--- src/rtl/dns_relay_query_id_table_unit_assert.svh ---
// assertion macros shared by the dns relay query id table rtl
// no dependencies; define ASSERT_OFF to compile the checks away
`ifndef DNS_RELAY_QUERY_ID_TABLE_UNIT_ASSERT_SVH
`define DNS_RELAY_QUERY_ID_TABLE_UNIT_ASSERT_SVH

`ifndef ASSERT_OFF

// condition holds at every edge out of reset
`define DNSR_ASSERT_ALWAYS(label, clk, rstn, cond) \
    label: assert property (@(posedge clk) disable iff (!rstn) (cond)) \
        else $error("dnsr assertion failed");

// consequence holds in the cycle after the trigger
`define DNSR_ASSERT_NEXT(label, clk, rstn, pre, post) \
    label: assert property (@(posedge clk) disable iff (!rstn) (pre) |=> (post)) \
        else $error("dnsr assertion failed");

`else

`define DNSR_ASSERT_ALWAYS(label, clk, rstn, cond)
`define DNSR_ASSERT_NEXT(label, clk, rstn, pre, post)

`endif

`endif

--- src/rtl/dnsr_pkg.sv ---
// types and constants of the dns relay query id table
// no dependencies; used by dns_relay_query_id_table_unit
package dnsr_pkg;

    localparam int ID_W    = 16;
    localparam int ADDR_W  = 32;
    localparam int PORT_W  = 16;
    localparam int TIME_W  = 32;
    localparam int AGE_W   = 16;
    localparam int LIMIT_W = 4;
    localparam int REM_W   = 4;

    localparam int unsigned AGE_SCALE_MS = 1000;

    localparam logic [AGE_W-1:0]   AGE_RESET   = 16'd60;
    localparam logic [LIMIT_W-1:0] LIMIT_RESET = 4'd5;

    // configuration register indexes
    localparam logic REG_AGE_SECONDS = 1'b0;
    localparam logic REG_KEEP_LIMIT  = 1'b1;

    typedef enum logic [1:0] {
        CMD_ADD   = 2'd0,
        CMD_FIND  = 2'd1,
        CMD_SWEEP = 2'd2
    } cmd_t;

    typedef enum logic [2:0] {
        STAT_ADDED      = 3'd0,
        STAT_RETRANS    = 3'd1,
        STAT_REPLY_HIT  = 3'd2,
        STAT_REPLY_MISS = 3'd3,
        STAT_SWEEP_DONE = 3'd4
    } status_t;

    typedef enum logic [1:0] {
        S_IDLE,
        S_SCAN,
        S_WRITE,
        S_DONE
    } state_t;

    typedef struct packed {
        logic [ID_W-1:0]   local_id;
        logic [ID_W-1:0]   client_id;
        logic [ADDR_W-1:0] addr;
        logic [PORT_W-1:0] port;
        logic [TIME_W-1:0] stamp;
    } entry_t;

endpackage

--- src/rtl/dns_relay_query_id_table_unit.sv ---
// dns relay query id translation table, top level
// depends on dnsr_pkg and dns_relay_query_id_table_unit_assert.svh
//
// Usage: one command per s_ transaction, one result per m_ transaction.
// s_tuser carries the command: add a client query, find the owner of a reply
// by local id, or sweep old entries. The table is a ring of TABLE_DEPTH
// entries, oldest first, held in one synchronous memory with one read port.
// Add and find walk the ring from the oldest entry, one memory read per
// cycle; a sweep walks the same way and pops entries while they are removable.
// After accept the walk stops on the entry it seeks (for a sweep, the first
// entry it keeps) or runs to the end of the ring; an add that misses then
// writes its entry, and the result is loaded into the output register that
// drives m_tvalid. One command is handled at a time; the next is accepted
// as soon as its result sits in the output register, even while m_tready is low.
// A command code of 3 is accepted and dropped with no result.
// Reset empties the ring, clears the local id counter and loads age_seconds
// with 60 and keep_limit with 5; memory contents are left as they are.
// A stalled receiver holds the result in the output register; the block then
// finishes at most one further command and waits before delivering it.
// Configuration writes are taken at any edge with cfg_wr_en high, unless aresetn is low.
`include "dns_relay_query_id_table_unit_assert.svh"

module dns_relay_query_id_table_unit #(
    parameter int TABLE_DEPTH = 8
) (
    input  logic        aclk,
    input  logic        aresetn,
    input  logic        s_tvalid,
    output logic        s_tready,
    // query_id[15:0], client_addr[47:16], client_port[63:48], now_ms[95:64]
    input  logic [95:0] s_tdata,
    // command[1:0]
    input  logic [1:0]  s_tuser,
    output logic        m_tvalid,
    input  logic        m_tready,
    // id_out[15:0], addr_out[47:16], port_out[63:48], removed_count[67:64], zero[71:68]
    output logic [71:0] m_tdata,
    // status[2:0]
    output logic [2:0]  m_tuser,
    input  logic        cfg_wr_en,
    input  logic        cfg_index,
    input  logic [15:0] cfg_wdata
);

    localparam int IDX_W   = (TABLE_DEPTH > 1) ? $clog2(TABLE_DEPTH) : 1;
    localparam int CNT_W   = $clog2(TABLE_DEPTH + 1);
    localparam int LIM_W   = dnsr_pkg::LIMIT_W;
    localparam int CMP_W   = (CNT_W > LIM_W) ? CNT_W : LIM_W;
    localparam int RM_W    = dnsr_pkg::REM_W;
    localparam logic [IDX_W:0]   DEPTH_X = (IDX_W+1)'(TABLE_DEPTH);
    localparam logic [CNT_W-1:0] DEPTH_C = CNT_W'(TABLE_DEPTH);

    function automatic logic [IDX_W-1:0] slot_at(input logic [IDX_W-1:0] base,
                                                 input logic [IDX_W-1:0] pos);
        logic [IDX_W:0] sum;
        sum = {1'b0, base} + {1'b0, pos};
        if (sum >= DEPTH_X) begin
            sum = sum - DEPTH_X;
        end
        return sum[IDX_W-1:0];
    endfunction

    function automatic logic [IDX_W-1:0] ring_inc(input logic [IDX_W-1:0] idx);
        logic [IDX_W:0] nxt;
        nxt = {1'b0, idx} + 1'b1;
        if (nxt >= DEPTH_X) begin
            nxt = '0;
        end
        return nxt[IDX_W-1:0];
    endfunction

    // entry memory
    dnsr_pkg::entry_t mem [TABLE_DEPTH];

    // control state
    dnsr_pkg::state_t     state_reg, state_next;
    logic [IDX_W-1:0]     oldest_reg, oldest_next;
    logic [CNT_W-1:0]     count_reg, count_next;
    logic [15:0]          next_id_reg, next_id_next;
    logic [15:0]          age_reg;
    logic [LIM_W-1:0]     limit_reg;
    logic [CNT_W-1:0]     issue_reg, issue_next;
    logic                 rd_vld_reg, rd_vld_next;
    logic                 m_tvalid_reg, m_tvalid_next;

    // payload
    dnsr_pkg::cmd_t       cmd_reg, cmd_next;
    logic [15:0]          qid_reg, qid_next;
    logic [31:0]          addr_reg, addr_next;
    logic [15:0]          port_reg, port_next;
    logic [31:0]          now_reg, now_next;
    logic [31:0]          cutoff_reg, cutoff_next;
    logic [IDX_W-1:0]     base_reg, base_next;
    logic [CNT_W-1:0]     len_reg, len_next;
    logic [CNT_W-1:0]     removed_reg, removed_next;
    dnsr_pkg::status_t    res_status_reg, res_status_next;
    logic [15:0]          res_id_reg, res_id_next;
    logic [31:0]          res_addr_reg, res_addr_next;
    logic [15:0]          res_port_reg, res_port_next;
    dnsr_pkg::entry_t     rd_data_reg;
    logic [71:0]          m_tdata_reg, m_tdata_next;
    logic [2:0]           m_tuser_reg, m_tuser_next;

    logic                 in_fire;
    logic                 out_free;
    logic [31:0]          age_ms;
    logic                 issue_more;
    logic                 cid_hit;
    logic                 lid_hit;
    logic                 keep_head;
    logic                 stop;
    logic                 exhausted;
    logic                 rd_en;
    logic [IDX_W-1:0]     rd_addr;
    logic                 full;
    logic                 mem_we;
    logic [IDX_W-1:0]     wr_addr;
    dnsr_pkg::entry_t     wr_entry;

    assign s_tready = (state_reg == dnsr_pkg::S_IDLE);
    assign in_fire  = s_tvalid && s_tready;
    assign out_free = !m_tvalid_reg || m_tready;
    assign age_ms   = 32'(age_reg) * 32'(dnsr_pkg::AGE_SCALE_MS);

    assign issue_more = issue_reg < len_reg;
    assign cid_hit    = rd_data_reg.client_id == qid_reg;
    assign lid_hit    = rd_data_reg.local_id == qid_reg;
    // head stays unless it is too old or the ring holds more than the limit
    assign keep_head  = !((rd_data_reg.stamp < cutoff_reg) ||
                          (CMP_W'(count_reg) > CMP_W'(limit_reg)));

    always_comb begin
        stop = 1'b0;
        if (rd_vld_reg) begin
            case (cmd_reg)
                dnsr_pkg::CMD_ADD:   stop = cid_hit;
                dnsr_pkg::CMD_FIND:  stop = lid_hit;
                dnsr_pkg::CMD_SWEEP: stop = keep_head;
                default:             stop = 1'b1;
            endcase
        end
    end

    assign exhausted = !stop && !issue_more && !rd_vld_reg;
    assign rd_en     = (state_reg == dnsr_pkg::S_SCAN) && !stop && issue_more;
    assign rd_addr   = slot_at(base_reg, issue_reg[IDX_W-1:0]);

    // full ring: the oldest entry is evicted and its slot is reused
    assign full     = count_reg == DEPTH_C;
    assign mem_we   = state_reg == dnsr_pkg::S_WRITE;
    assign wr_addr  = full ? oldest_reg : slot_at(oldest_reg, count_reg[IDX_W-1:0]);
    assign wr_entry = '{local_id:  next_id_reg,
                        client_id: qid_reg,
                        addr:      addr_reg,
                        port:      port_reg,
                        stamp:     now_reg};

    // next state
    always_comb begin
        state_next = state_reg;
        unique case (state_reg)
            dnsr_pkg::S_IDLE: begin
                if (in_fire) begin
                    case (s_tuser)
                        dnsr_pkg::CMD_ADD,
                        dnsr_pkg::CMD_FIND,
                        dnsr_pkg::CMD_SWEEP: state_next = dnsr_pkg::S_SCAN;
                        default:             state_next = dnsr_pkg::S_IDLE;
                    endcase
                end
            end
            dnsr_pkg::S_SCAN: begin
                if (stop) begin
                    state_next = dnsr_pkg::S_DONE;
                end else if (exhausted) begin
                    state_next = (cmd_reg == dnsr_pkg::CMD_ADD) ? dnsr_pkg::S_WRITE
                                                                : dnsr_pkg::S_DONE;
                end
            end
            dnsr_pkg::S_WRITE: begin
                state_next = dnsr_pkg::S_DONE;
            end
            dnsr_pkg::S_DONE: begin
                if (out_free) begin
                    state_next = dnsr_pkg::S_IDLE;
                end
            end
        endcase
    end

    // datapath and outputs
    always_comb begin
        cmd_next        = cmd_reg;
        qid_next        = qid_reg;
        addr_next       = addr_reg;
        port_next       = port_reg;
        now_next        = now_reg;
        cutoff_next     = cutoff_reg;
        base_next       = base_reg;
        len_next        = len_reg;
        issue_next      = issue_reg;
        removed_next    = removed_reg;
        oldest_next     = oldest_reg;
        count_next      = count_reg;
        next_id_next    = next_id_reg;
        res_status_next = res_status_reg;
        res_id_next     = res_id_reg;
        res_addr_next   = res_addr_reg;
        res_port_next   = res_port_reg;
        rd_vld_next     = rd_en;
        m_tvalid_next   = m_tvalid_reg;
        m_tdata_next    = m_tdata_reg;
        m_tuser_next    = m_tuser_reg;

        if (m_tvalid_reg && m_tready) begin
            m_tvalid_next = 1'b0;
        end

        unique case (state_reg)
            dnsr_pkg::S_IDLE: begin
                if (in_fire) begin
                    cmd_next      = dnsr_pkg::cmd_t'(s_tuser);
                    qid_next      = s_tdata[15:0];
                    addr_next     = s_tdata[47:16];
                    port_next     = s_tdata[63:48];
                    now_next      = s_tdata[95:64];
                    cutoff_next   = s_tdata[95:64] - age_ms;
                    base_next     = oldest_reg;
                    len_next      = count_reg;
                    issue_next    = '0;
                    removed_next  = '0;
                    res_id_next   = '0;
                    res_addr_next = '0;
                    res_port_next = '0;
                end
            end
            dnsr_pkg::S_SCAN: begin
                if (rd_en) begin
                    issue_next = issue_reg + 1'b1;
                end
                if (rd_vld_reg && (cmd_reg == dnsr_pkg::CMD_SWEEP) && !keep_head) begin
                    oldest_next  = ring_inc(oldest_reg);
                    count_next   = count_reg - 1'b1;
                    removed_next = removed_reg + 1'b1;
                end
                case (cmd_reg)
                    dnsr_pkg::CMD_ADD: begin
                        if (stop) begin
                            res_status_next = dnsr_pkg::STAT_RETRANS;
                            res_id_next     = rd_data_reg.local_id;
                        end
                    end
                    dnsr_pkg::CMD_FIND: begin
                        if (stop) begin
                            res_status_next = dnsr_pkg::STAT_REPLY_HIT;
                            res_id_next     = rd_data_reg.client_id;
                            res_addr_next   = rd_data_reg.addr;
                            res_port_next   = rd_data_reg.port;
                        end else begin
                            res_status_next = dnsr_pkg::STAT_REPLY_MISS;
                        end
                    end
                    default: begin
                        res_status_next = dnsr_pkg::STAT_SWEEP_DONE;
                    end
                endcase
            end
            dnsr_pkg::S_WRITE: begin
                if (full) begin
                    oldest_next  = ring_inc(oldest_reg);
                    removed_next = CNT_W'(1);
                end else begin
                    count_next = count_reg + 1'b1;
                end
                next_id_next    = next_id_reg + 1'b1;
                res_status_next = dnsr_pkg::STAT_ADDED;
                res_id_next     = next_id_reg;
            end
            dnsr_pkg::S_DONE: begin
                if (out_free) begin
                    m_tvalid_next = 1'b1;
                    m_tdata_next  = {4'b0, RM_W'(removed_reg), res_port_reg,
                                     res_addr_reg, res_id_reg};
                    m_tuser_next  = res_status_reg;
                end
            end
        endcase
    end

    always_ff @(posedge aclk) begin
        if (mem_we) begin
            mem[wr_addr] <= wr_entry;
        end
        if (rd_en) begin
            rd_data_reg <= mem[rd_addr];
        end
    end

    always_ff @(posedge aclk) begin
        if (!aresetn) begin
            state_reg    <= dnsr_pkg::S_IDLE;
            oldest_reg   <= '0;
            count_reg    <= '0;
            next_id_reg  <= '0;
            issue_reg    <= '0;
            rd_vld_reg   <= 1'b0;
            m_tvalid_reg <= 1'b0;
            age_reg      <= dnsr_pkg::AGE_RESET;
            limit_reg    <= dnsr_pkg::LIMIT_RESET;
        end else begin
            state_reg    <= state_next;
            oldest_reg   <= oldest_next;
            count_reg    <= count_next;
            next_id_reg  <= next_id_next;
            issue_reg    <= issue_next;
            rd_vld_reg   <= rd_vld_next;
            m_tvalid_reg <= m_tvalid_next;
            if (cfg_wr_en) begin
                unique case (cfg_index)
                    dnsr_pkg::REG_AGE_SECONDS: age_reg   <= cfg_wdata;
                    dnsr_pkg::REG_KEEP_LIMIT:  limit_reg <= cfg_wdata[LIM_W-1:0];
                endcase
            end
        end
    end

    always_ff @(posedge aclk) begin
        cmd_reg        <= cmd_next;
        qid_reg        <= qid_next;
        addr_reg       <= addr_next;
        port_reg       <= port_next;
        now_reg        <= now_next;
        cutoff_reg     <= cutoff_next;
        base_reg       <= base_next;
        len_reg        <= len_next;
        removed_reg    <= removed_next;
        res_status_reg <= res_status_next;
        res_id_reg     <= res_id_next;
        res_addr_reg   <= res_addr_next;
        res_port_reg   <= res_port_next;
        m_tdata_reg    <= m_tdata_next;
        m_tuser_reg    <= m_tuser_next;
    end

    assign m_tvalid = m_tvalid_reg;
    assign m_tdata  = m_tdata_reg;
    assign m_tuser  = m_tuser_reg;

    `DNSR_ASSERT_ALWAYS(a_count_in_range, aclk, aresetn, count_reg <= DEPTH_C)
    `DNSR_ASSERT_ALWAYS(a_oldest_in_range, aclk, aresetn, {1'b0, oldest_reg} < DEPTH_X)
    `DNSR_ASSERT_NEXT(a_write_leaves_entry, aclk, aresetn, state_reg == dnsr_pkg::S_WRITE, count_reg != '0)
    `DNSR_ASSERT_NEXT(a_scan_never_grows, aclk, aresetn, state_reg == dnsr_pkg::S_SCAN, count_reg <= $past(count_reg))
    `DNSR_ASSERT_NEXT(a_result_waits, aclk, aresetn, (state_reg == dnsr_pkg::S_DONE) && m_tvalid_reg && !m_tready, state_reg == dnsr_pkg::S_DONE)

endmodule

--- config.mk ---
export PLATFORM = sky130hd
export DESIGN_NAME = dns_relay_query_id_table_unit
export DESIGN_NICKNAME = d
export VERILOG_FILES = /design/src/rtl/dnsr_pkg.sv /design/src/rtl/dns_relay_query_id_table_unit.sv
export VERILOG_INCLUDE_DIRS = /design/src /design/src/rtl
export SDC_FILE = /design/constraint.sdc
export NUM_CORES = 2
export LEC_CHECK = 0
export BUFFER_PORTS_ARGS = -buffer_cell sky130_fd_sc_hd__clkbuf_2
export CAP_MARGIN = 30
export CORE_MARGIN = 2
export CORE_UTILIZATION = 35
export CTS_CLUSTER_DIAMETER = 30
export DETAILED_ROUTE_END_ITERATION = 10
export RECOVER_POWER = 100
export SYNTH_ARGS = -nofsm -noshare
export SYNTH_HDL_FRONTEND = slang
export SYNTH_SLANG_ARGS = --single-unit
export TNS_END_PERCENT = 10
--- constraint.sdc ---
create_clock -name aclk -period 7.2 [get_ports aclk]
set_clock_uncertainty 0.15 [all_clocks]
set_input_delay 0.72 -clock aclk [delete_from_list [all_inputs] [get_ports aclk]]
set_output_delay 0.72 -clock aclk [all_outputs]
set_load 0.005 [all_outputs]
==> summary.md <==
| Metric | Value |
|---|---|
| #FFs+latches synth | 1,335 |
| Die Height | 396 um |
| CTS tree | yes |
| Crit-path max FO | 47 |
| Site Rows | 143 |
| Setup crit start | state_reg[0] |
| Final min period | 6800 ps |
| Startpoint types | register |
| Crit share post-route | 94.5% |
| Power per standard cell area | 455 nW/um^2 |
| DRT Wirelength | 120 mm |
| Drt drc | 0 |
| Synth Warn # | 0 |
| Die X-Extent | 396 um |
| Gpl congestion | 0.782 |
| RSZ-0062 raised after global routing | no |
| H-tree depth | 5 |
| CP Capture Type | register |
| Worst slew pin tran | 5060 ps |
| First-pass GRT wire length | 182 mm |
| Initial core utilization | 35.3% |
| DRT Pass-1 Iters | 6 |
| Total grt overflow | 0 |
| Tot GR Track Use | 15.5% |
| Clock latency on the worst-skew pair | 900 ps |
| RR Startpoint | state_reg[0] |
| Status | finished, violations left |
| Initial antenna violation count | 8 |
| Number of flip-flops in the largest register | 896 |
| Core region area | 152,000 um^2 |
| Internal Power | 22,900 uW |
| Filler cells | 12,900 |
| Register share of total power | 35.2% |
| Final HPWL from detailed placement | 65.0 mm |
| Failing checks | max-capacitance violations, max-slew violations |
| Vias per cell | 4.86 |
| Worst Setup EP | mem[6][87] |
| Fin worst setup slack | 398 ps |
| Share of layout cells above drive strength 1 | 25.7% |
| R2R setup slack | 400 ps |
| Sum of negative setup slack | 0 ps |
| Num CTS Buffers | 316 |
| IO Count | 197 |
| Final Hold Viols | 0 |
| Sequential-to-total area share from yosys stat | 73.6% |
| DR vias | 27,300 |
| Slew Limit Fails | 1,681 |
| Largest net degree at the start of global routing | 159 |
| Antenna-violating nets left | 0 |
| Ys flop type | edfxtp_1 |
| WL met3 | 6.56 mm |
| Critical Path RT | 7460 ps |
| Fin util | 45.0% |
| Clock Tree Buf Depth | 4 |
| Fin Hold WS | 83.1 ps |
| Reg2Reg Depth | 7 |
| CTS resizes | 0 |
| Relative max-transition margin | -238% |
| Initial DRC Count | 2,048 |
| Max-cap check violation count | 36 |
| Clk sinks | 1,335 |
| Leakage Power | 0.0239 uW |
| Area Growth Syn to Fin | 27.4% |
| Area share of the largest cell type after synthesis | 71.7% |
| Sw Pwr | 8240 uW |
| IO buf count | 192 |
| # nets final | 3,654 |
| Vias in the first global route | 29,200 |
| Met2 Routed Length | 56.8 mm |
| Top-count cell post-synth | edfxtp_1 |
| Fmax | 147 MHz |
| Synth Area per Inst | 19.3 um^2 |
| Synth area leaders | edfxtp_1 (72%), mux4_2 (9.4%), ha_1 (2.9%), mux2_2 (2.3%), fa_1 (2.2%) |
| Critical Path AT | 7060 ps |
| Yosys top cell by area | edfxtp_1 |
| Clock slew seen by the registers of the worst setup and hold paths | 40 ps |
| Root cell of the clock tree | clkbuf_16 |
| Total power | 31,100 uW |
| Commonest cells post-synth | edfxtp_1 (1,284), mux4_2 (224), inv_1 (140) |
| Die footprint | 157,000 um^2 |
| Avg WL per Cell | 21.4 um |
| Synth async-reset ratio | 0% |
| Final count of negative-setup-slack endpoints | 0 |
| Syn Inst Count | 2,780 |
| Logic pwr share | 20.7% |
| Reg2reg end | mem[6][87] |
| Wire length on met1 | 53.1 mm |
| Synth Cell Area | 53,800 um^2 |
| Sw Share | 26.5% |
| Clk pwr share | 44.1% |
| Max layer used | met5 |
| Hold WC Path Type | in -> reg |
| Number of synthesized flops with an enable pin | 1,284 |
| Pre-CTS WS | 611 ps |
| Setup CP Type | reg -> reg |
| Synth cell types | 73 |
| Max VDD drop | 0.305 mV |
==> critical path: stages (launching register included) <==
cell	delay, ps
dfxtp_1	340
inv_1	100
ha_1	140
clkbuf_1	1100
o21ai_0	670
nor2_4	240
clkbuf_1	1990
clkbuf_2	1580
==> kinds of logic after synthesis <==
kind of cell / after synthesis / share of synthesized area [%]
adders and majority gates: 183 / 5.07
muxes: 346 / 11.9
xor gates and xnor gates: 79 / 1.29
AOI/OAI and AO/OA: 229 / 2.87
buffers and inverters: 239 / 1.78
and+or+nand+nor: 368 / 3.45
other: 1 / 0.00698
DFF: 1335 / 73.6
==> power by group through the flow <==
| stage | combinational (uW) | sequential (uW) | clock, uW |
|---|---|---|---|
| floorplan | 4690 | 10800 | 0 |
| detailed placement | 6350 | 11000 | 0 |
| finish | 6450 | 11000 | 13700 |
| global placement | 6320 | 11000 | 0 |
| CTS | 6440 | 10900 | 14000 |
| global route | 7170 | 11100 | 14400 |
==> layout by cell type (no fill, tap or decap), drive strengths merged, types with 4 or more instances in the layout <==
cell type and instances:
and3 11, or3 9, nor3b 7, a21boi 23, mux2 112, nor2 64
xor2 31, nor2b 13, edfxtp 1284, nand4 9, clkinvlp 31, inv 156
nand2b 15, mux2i 10, o211ai 10, a211oi 12, dlygate4sd3 111, fa 58
buf 9, clkinv 92, o21ai 45, o21a 12, a21oi 67, xnor2 48
and2 64, dfxtp 51, nand3 34, nand2 112, bufinv 40, mux4 224
nor3 16, clkbuf 601, o2111ai 4, ha 125, nor4 6, conb 4
o22ai 4, a21o 24, o221ai 4
==> per-stage QoR <==
stage          instance area (um^2)  instances
2_1_floorplan                 53800       2783
3_3_place_gp                  57300       4949
3_5_place_dp                  57400       4951
4_1_cts                       68900       5613
5_1_grt                       68500       5616
6_report                      68500       5616
==> worst min path at each step <==
stage,depth (start not counted),endpoint,from
detailed placement,0,m_tdata[42],res_addr_reg[26]
CTS,1,port_reg[0],s_tdata[48]
finish,3,limit_reg[2],cfg_wr_en
floorplan,0,m_tdata[0],res_id_reg[0]
global route,3,limit_reg[2],cfg_wr_en
global placement,0,m_tdata[51],res_port_reg[3]
==> final cells by class <==
cell class	instances	area (um^2)	share of cell area, %
multi-input cells	1209	13300	19.4
repair buffers	347	2200	3.21
inverters	142	533	0.778
well taps	2030	2540	3.71
flip-flops and latches	1335	39600	57.8
clock inverters	177	2060	3.00
clock buffers	374	8290	12.1
diodes	2	5.00	0.00731
==> per-layer routing <==
| metal | vias to the layer above | track usage [%] |
|---|---|---|
| li1 | 12200 | - |
| met5 | - | 0 |
| met1 | 14000 | 20.7 |
| met2 | 791 | 24.5 |
| met4 | 2 | 6.19 |
| met3 | 275 | 3.42 |
==> timing repair <==
| action | 4_1_cts | 5_1_grt |
|---|---|---|
| endpoints found under the hold margin | 114 | 0 |
| setup buffers | 0 | 0 |
| hold buffers | 111 | 0 |
Power figures use the tool's default switching activity.
